### config.mk
export PLATFORM = sky130hd
export DESIGN_NAME = bcf_div_unit
export DESIGN_NICKNAME = d
export VERILOG_FILES = /design/src/rtl/core/bcf_pkg.sv /design/src/rtl/core/bcf_div_unit.sv
export SDC_FILE = /design/constraint.sdc
export NUM_CORES = 1
export LEC_CHECK = 0
export ABC_AREA = 1
export ABC_CLOCK_PERIOD_IN_PS = 2700
export BUFFER_PORTS_ARGS = -buffer_cell sky130_fd_sc_hd__buf_2
export CORE_UTILIZATION = 35
export CTS_CLUSTER_DIAMETER = 60
export DETAILED_ROUTE_END_ITERATION = 12
export PLACE_DENSITY = 0.5
export SKIP_CTS_REPAIR_TIMING = 1
export SLEW_MARGIN = 0
export SYNTH_ARGS = -nofsm -noshare
export SYNTH_HDL_FRONTEND = slang
export SYNTH_SLANG_ARGS = --single-unit
### constraint.sdc
create_clock -name i_clk -period 2.7 [get_ports i_clk]
set_input_delay 0.54 -clock i_clk [delete_from_list [all_inputs] [get_ports i_clk]]
set_output_delay 0.54 -clock i_clk [all_outputs]
set_load 0.005 [all_outputs]
### src/rtl/core/bcf_pkg.sv
// ----------------------------------------------------------------------------
// Bayesian class fusion package
// Shared constants, sequencer states and inter-module structures for the
// recursive label fusion block.
// ----------------------------------------------------------------------------
package bcf_pkg;

    localparam int MAX_ELEMENTS = 4096;
    localparam int MAX_CLASSES  = 16;

    localparam int ID_W       = 12;
    localparam int PROB_W     = 16;
    localparam int SUM_W      = 20;
    localparam int LABEL_W    = 5;
    localparam int CCOUNT_W   = 5;
    localparam int CFG_IDX_W  = 1;
    localparam int CFG_DATA_W = 16;

    localparam int ELEM_W  = $clog2(MAX_ELEMENTS);
    localparam int CLASS_W = $clog2(MAX_CLASSES);
    localparam int CNT_W   = $clog2(MAX_CLASSES + 1);
    localparam int ADDR_W  = ELEM_W + CLASS_W;
    localparam int STEP_W  = $clog2(PROB_W);

    localparam logic [CFG_IDX_W-1:0] CFG_CLASS_COUNT = 1'd0;
    localparam logic [CFG_IDX_W-1:0] CFG_THRESHOLD   = 1'd1;

    localparam logic [CCOUNT_W-1:0] CLASS_COUNT_RESET = CCOUNT_W'(MAX_CLASSES);
    localparam logic [LABEL_W-1:0]  LABEL_NONE        = '1;
    localparam logic [PROB_W-1:0]   PROB_ONE          = '1;

    typedef enum logic [3:0] {
        ST_CLEAR,
        ST_IDLE,
        ST_READ,
        ST_MUL,
        ST_ACC,
        ST_NORM_READ,
        ST_NORM_LOAD,
        ST_NORM_DIV,
        ST_NORM_WRITE
    } t_state;

    typedef struct packed {
        logic              en;
        logic [ADDR_W-1:0] addr;
        logic [PROB_W-1:0] data;
    } t_mem_wr;

    typedef struct packed {
        logic              start;
        logic [PROB_W-1:0] dividend;
        logic [SUM_W-1:0]  divisor;
    } t_div_req;

    typedef struct packed {
        logic              done;
        logic [PROB_W-1:0] quotient;
    } t_div_rsp;

endpackage

### src/rtl/core/bcf_div_unit.sv
// ----------------------------------------------------------------------------
// Serial normalising divider
// Computes (dividend << 16) / divisor one quotient bit per cycle by restoring
// division, saturating at all ones when the dividend reaches the divisor.
// ----------------------------------------------------------------------------
module bcf_div_unit (
    input  logic               i_clk,
    input  logic               i_rst_n,
    input  bcf_pkg::t_div_req  i_req,
    output bcf_pkg::t_div_rsp  o_rsp
);
    import bcf_pkg::*;

    logic              r_busy;
    logic              r_done;
    logic [STEP_W-1:0] r_cnt;
    logic [SUM_W-1:0]  r_rem;
    logic [SUM_W-1:0]  r_div;
    logic [PROB_W-1:0] r_quo;
    logic [SUM_W:0]    trial;
    logic [SUM_W:0]    diff;
    logic              fits;

    always_comb begin
        trial = {r_rem, 1'b0};
        diff  = trial - {1'b0, r_div};
        fits  = (trial >= {1'b0, r_div});
    end

    always_ff @(posedge i_clk) begin
        if (!i_rst_n) begin
            r_busy <= 1'b0;
            r_done <= 1'b0;
            r_cnt  <= '0;
        end else begin
            r_done <= 1'b0;
            if (i_req.start) begin
                if (SUM_W'(i_req.dividend) >= i_req.divisor) begin
                    r_done <= 1'b1;
                end else begin
                    r_busy <= 1'b1;
                    r_cnt  <= '0;
                end
            end else if (r_busy) begin
                r_cnt <= r_cnt + 1'b1;
                if (r_cnt == STEP_W'(PROB_W - 1)) begin
                    r_busy <= 1'b0;
                    r_done <= 1'b1;
                end
            end
        end
    end

    always_ff @(posedge i_clk) begin
        if (i_req.start) begin
            r_rem <= SUM_W'(i_req.dividend);
            r_div <= i_req.divisor;
            r_quo <= PROB_ONE;
        end else if (r_busy) begin
            r_rem <= fits ? diff[SUM_W-1:0] : trial[SUM_W-1:0];
            r_quo <= {r_quo[PROB_W-2:0], fits};
        end
    end

    assign o_rsp.done     = r_done;
    assign o_rsp.quotient = r_quo;

endmodule

## Word level (Yosys, flattened, before mapping)

Index checks and enable logic that the tools add are counted.

| cells by class | value |
|---|---|
| $add $sub $neg | 2 |
| mux-type cells | 14 |
| $lt $le $gt $ge | 2 |
| reduce and logical (&&, ||, !) cells | 2 |
| equal/unequal tests | 2 |

Operator list:

| operator | count |
|---|---|
| two-way mux 16 bit | 2 |
| >= comparator 21 x 20 -> 1 bit | 1 |
| >= comparator 16 x 20 -> 1 bit | 1 |
| two-way mux 20 bit | 1 |
| subtractor 20 bit | 1 |
| two-way mux 4 bit | 3 |
| two-way mux 1 bit | 8 |
| adder 4 x 1 -> 4 bit (second input constant) | 1 |
| == test 4 bit (second input constant) | 1 |
| inequality test 2 bit (second input constant) | 1 |
| AND reduction 2 bit | 1 |
| nonzero test 2 bit | 1 |

| storage, ports and cells | value |
|---|---|
| flip-flop bits (word level) | 62 |
| input bits | 39 |
| logic and storage cells | 29 |
| output and inout bits | 17 |

## Depth between registers and ports, before layout

| logic depth | value |
|---|---|
| word-level depth | 4 |
| mapped depth | 14 |
| depth with buffers taken out | 14 |

## Least setup slack after synthesis

OpenSTA, ideal clock, no wires.

| timing | value |
|---|---|
| kind | reg-to-reg |
| start | register r_rem[7] |
| end | register r_rem[15], data pin |
| slack | 0.753 ns |
| clock period less this slack | 1.947 ns |
| data required time | 2.447 ns |
| arrival | 1.694 ns |
| cell stages (with the launch flop) | 12 |
| setup time | 0.253 ns |
| path buffers | 1 |
| cells stage by stage | edfxtp_1 > ha_1 > nand2_1 > nor2_2 > nand2_1 > nor3b_2 > nor2_4 > nand2_4 > buf_6 > nand3_1 > nand3_1 > nand2_1 |

| between the ends | value |
|---|---|
| word-level cells in the longest chain between the ends | 4 |
| elaborated cells between the ends (all ways) | 5 |
| classes of those cells | add/sub: 1; order compare: 1; mux: 3 |

Ends and longest elaborated chain:

| element | RTL line | RTL |
|---|---|---|
| from (decl) | bcf_div_unit.sv:17 | `logic [SUM_W-1:0] r_rem;` |
| from (signal assigned) | bcf_div_unit.sv:56 | `r_rem <= SUM_W'(i_req.dividend);` |
| from (signal assigned) | bcf_div_unit.sv:60 | `r_rem <= fits ? diff[SUM_W-1:0] : trial[SUM_W-1:0];` |
| subtractor 20 bit / >= comparator 21 x 20 -> 1 bit (equally long branches) | bcf_div_unit.sv:26, bcf_div_unit.sv:27 |  |
| two-way mux 20 bit * | bcf_div_unit.sv:60 |  |
| two-way mux 16 bit * | bcf_div_unit.sv:59 | `end else if (r_busy) begin` |
| two-way mux 16 bit * | bcf_div_unit.sv:55 | `if (i_req.start) begin` |

Every way passes the cells marked *; elsewhere a longest branch is shown, timed or not. The select of a mux whose other input is x is not followed.
A chain may end at the register's enable or synchronous reset.

## Worst setup path after layout

| timing | value |
|---|---|
| start | register r_rem[10] |
| end | register r_rem[13], data pin |

The elaborated chain is that of the path after synthesis.

==> flow_summary.yaml <==
synth:
  netlist_area_mm2: 0.004197
  ys_types: 33
  synth_nets: 635
  async_flop_share: 0
  seq_area_frac_synth: 0.3816
  ys_warn_count: 0
  ys_ff_latch: 62
  synth_edf_count: 36
  synth_flop_cell: "edfxtp_1"
  synth_cells: 558
  syn_avg_cell_area_um2: 7.521
worst_setup_path:
  required_ns: 2.79
  cp_slowest_cell: "edfxtp_1"
  crit_path_cell_trace: "ha_1, nand2_1, o21ai_0, nor2_1, nand2_2, nand2_4, nand2_4, nand3_1, nand3_1, nand2_1"
  start_kind: "flip-flop"
  critPathCaptureType: "flip-flop"
  worstSetupPathType: "flip-flop to flip-flop"
  crit_buf_inv: 0
  cp_top_family: "simple AND/OR/NAND/NOR gates"
  crit_fanout: 22
  slowest_delay_ns: 0.39
  cp.arrival_ns: 2.56
global_routing:
  grt_start_max_net_pins: 27
  antenna_found_initial: 0
  grt_pass1_vias: 3635
  grt_pass1_wl_um: 17190
  track_usage: 0.1775
  grt_remaining_overflow: 0
sta:
  grt_setup_unrepaired: "false"
  hold_violations: 0
  setup_violations: 0
  slew_violations: 0
  finClkSkew_ns: 0.004923
  max_freq_mhz: 405.5
  period_minus_slack_ns: 2.466
  setup_tns_ns: 0
  finalCritPeriodShare: 0.9135
  worst_pin_slew_ns: 0.5637
  relSlewSlack: 0.6219
pwr:
  combPwrFrac: 0.282
  switching_share: 0.3338
  p_int_mw: 2.123
  leakage_nw: 2.504
  vdd_ir_drop_max_mv: 0.3102
  clkPwrFrac: 0.364
  powerDensity_mw_per_mm2: 648.3
  power.switching_mw: 1.064
  seqPwrFrac: 0.354
clock_network:
  clk_latency_ns: 0.34
  cts_buffers: 9
  cts_root_buffer: "clkbuf_16"
  clkTransAtPathRegs_ns: 0.06
  cts_tree: "done"
  h-tree-depth: 3
  clockBufferDepth: 2
  cts_sinks: 62
routing:
  first_pass_iters: 8
  num_vias: 3667
  antenna_left: 0
  wl_um: 10180
  drt_iter0_markers: 207
  drc_errors: 6
  viasPerCell: 4.793
  route.detailed.wl_per_inst_um: 13.31
placement:
  hpwlAfterDp_um: 7797
  place.gp.congestion: 0.8788
  port_buffers: 55
finish:
  final_common_cell: "nand2_1"
  nets: 694
  drive_gt1_frac: 0.1383
  syn_to_final_growth_pct: 17.11
  final_cell_mix: "154 x nand2_1, 99 x inv_1, 55 x buf_2"
  final_util: 0.4250
  antenna_cells: 0
flow_run:
  maxCapViolCount: 0
outcome:
  outcome: "finished with violations"
  violations: "design-rule violations"
min_path:
  hp-class: "input pin to flip-flop"
floorplanning:
  coreArea_mm2: 0.01156
  rows: 39
  initial_utilization: 0.3629
  die_h_um: 111.5
  die_w_um: 111.5
  ios: 56
  dieArea_mm2: 0.01243
==> registers in the layout, indices dropped and copies added (netlist names) <==
signal,count
r_div,20
r_quo,16
r_rem,20
r_cnt,4
r_busy,1
r_done,1
==> power groups by stage <==
stage               combinational (mW)  clock, mW  sequential, mW
floorplan                        0.677          0            1.14
global placement                 0.897          0            1.15
detailed placement               0.892          0            1.15
CTS                              0.899       1.18            1.13
global route                      1.03       1.22            1.14
finish                           0.898       1.16            1.13
==> cells in the mapped netlist (2+ instances only) <==
cell | count | area, µm²
nand2_1 | 154 | 578.1
inv_1 | 99 | 371.6
nand3_1 | 40 | 200.2
ha_1 | 37 | 462.9
edfxtp_1 | 36 | 1081
a21oi_1 | 34 | 170.2
nor2_1 | 33 | 123.9
dfxtp_1 | 26 | 520.5
nand3b_1 | 14 | 105.1
o21ai_0 | 14 | 70.07
a22oi_1 | 13 | 97.59
nand4_1 | 8 | 50.05
xnor2_1 | 8 | 70.07
nor3_1 | 7 | 35.03
clkbuf_1 | 5 | 18.77
o21ai_1 | 5 | 25.02
nor2_2 | 3 | 18.77
a21o_1 | 2 | 15.01
buf_2 | 2 | 10.01
buf_4 | 2 | 15.01
buf_6 | 2 | 22.52
nand2_2 | 2 | 12.51
nand2_4 | 2 | 22.52
==> metal layers <==
metal / routed length, µm / global-route usage
met1: 5044 / 0.2285
met2: 4473 / 0.2838
met3: 427 / 0.04192
met4: 235 / 0.07748
met5: 0 / 0
==> path summary, 6_finish.rpt <==
path | slack [ns] | start | cells past startpoint | end
worst min-delay path | 0.39 | i_req[18] | 1 | r_div[18]$_DFFE_PP_
worst max-delay path | 0.23 | r_rem[10]$_DFFE_PP_ | 10 | r_rem[13]$_DFFE_PP_
worst max register to register | 0.23 | r_rem[10]$_DFFE_PP_ | 10 | r_rem[13]$_DFFE_PP_
worst min register to register | 0.48 | r_quo[9]$_SDFFE_PP1P_ | 2 | r_quo[10]$_SDFFE_PP1P_
==> kinds of logic (layout without fill, tap and decap cells) <==
| family | after synthesis | in the layout | synth area share |
|---|---|---|---|
| AND/OR/NAND/NOR | 267 | 267 | 0.2841 |
| flip-flops | 62 | 62 | 0.3816 |
| adder cells (fa/ha/maj) | 38 | 38 | 0.1151 |
| XOR/XNOR | 9 | 9 | 0.01878 |
| AO/OA/AOI/OAI | 71 | 71 | 0.09511 |
| buffers and inverters | 111 | 175 | 0.1052 |
==> through the flow <==
step	setup slack (ns)	hold slack, ns	power (mW)	area (µm²)	std cells
after floorplan	0.7526	0.4532	1.814	4197	558
after global routing	0.04877	0.3791	3.393	4915	765
final	0.2337	0.3913	3.186	4915	765
after CTS	0.2571	0.3773	3.213	4915	765
after detailed placement	0.2845	0.4704	2.040	4614	749
after global placement	0.2742	0.4601	2.044	4614	749
==> cell type report <==
class	instances	area, µm²
clock buffer	11	264.0
clock inverter	5	36.28
fill	1217	6650
inverter	100	375.4
multi-input combinational	385	2153
sequential	62	1602
tap	143	178.9
timing repair buffer	59	305.3
No activity file was read; power rests on OpenSTA's default activity.
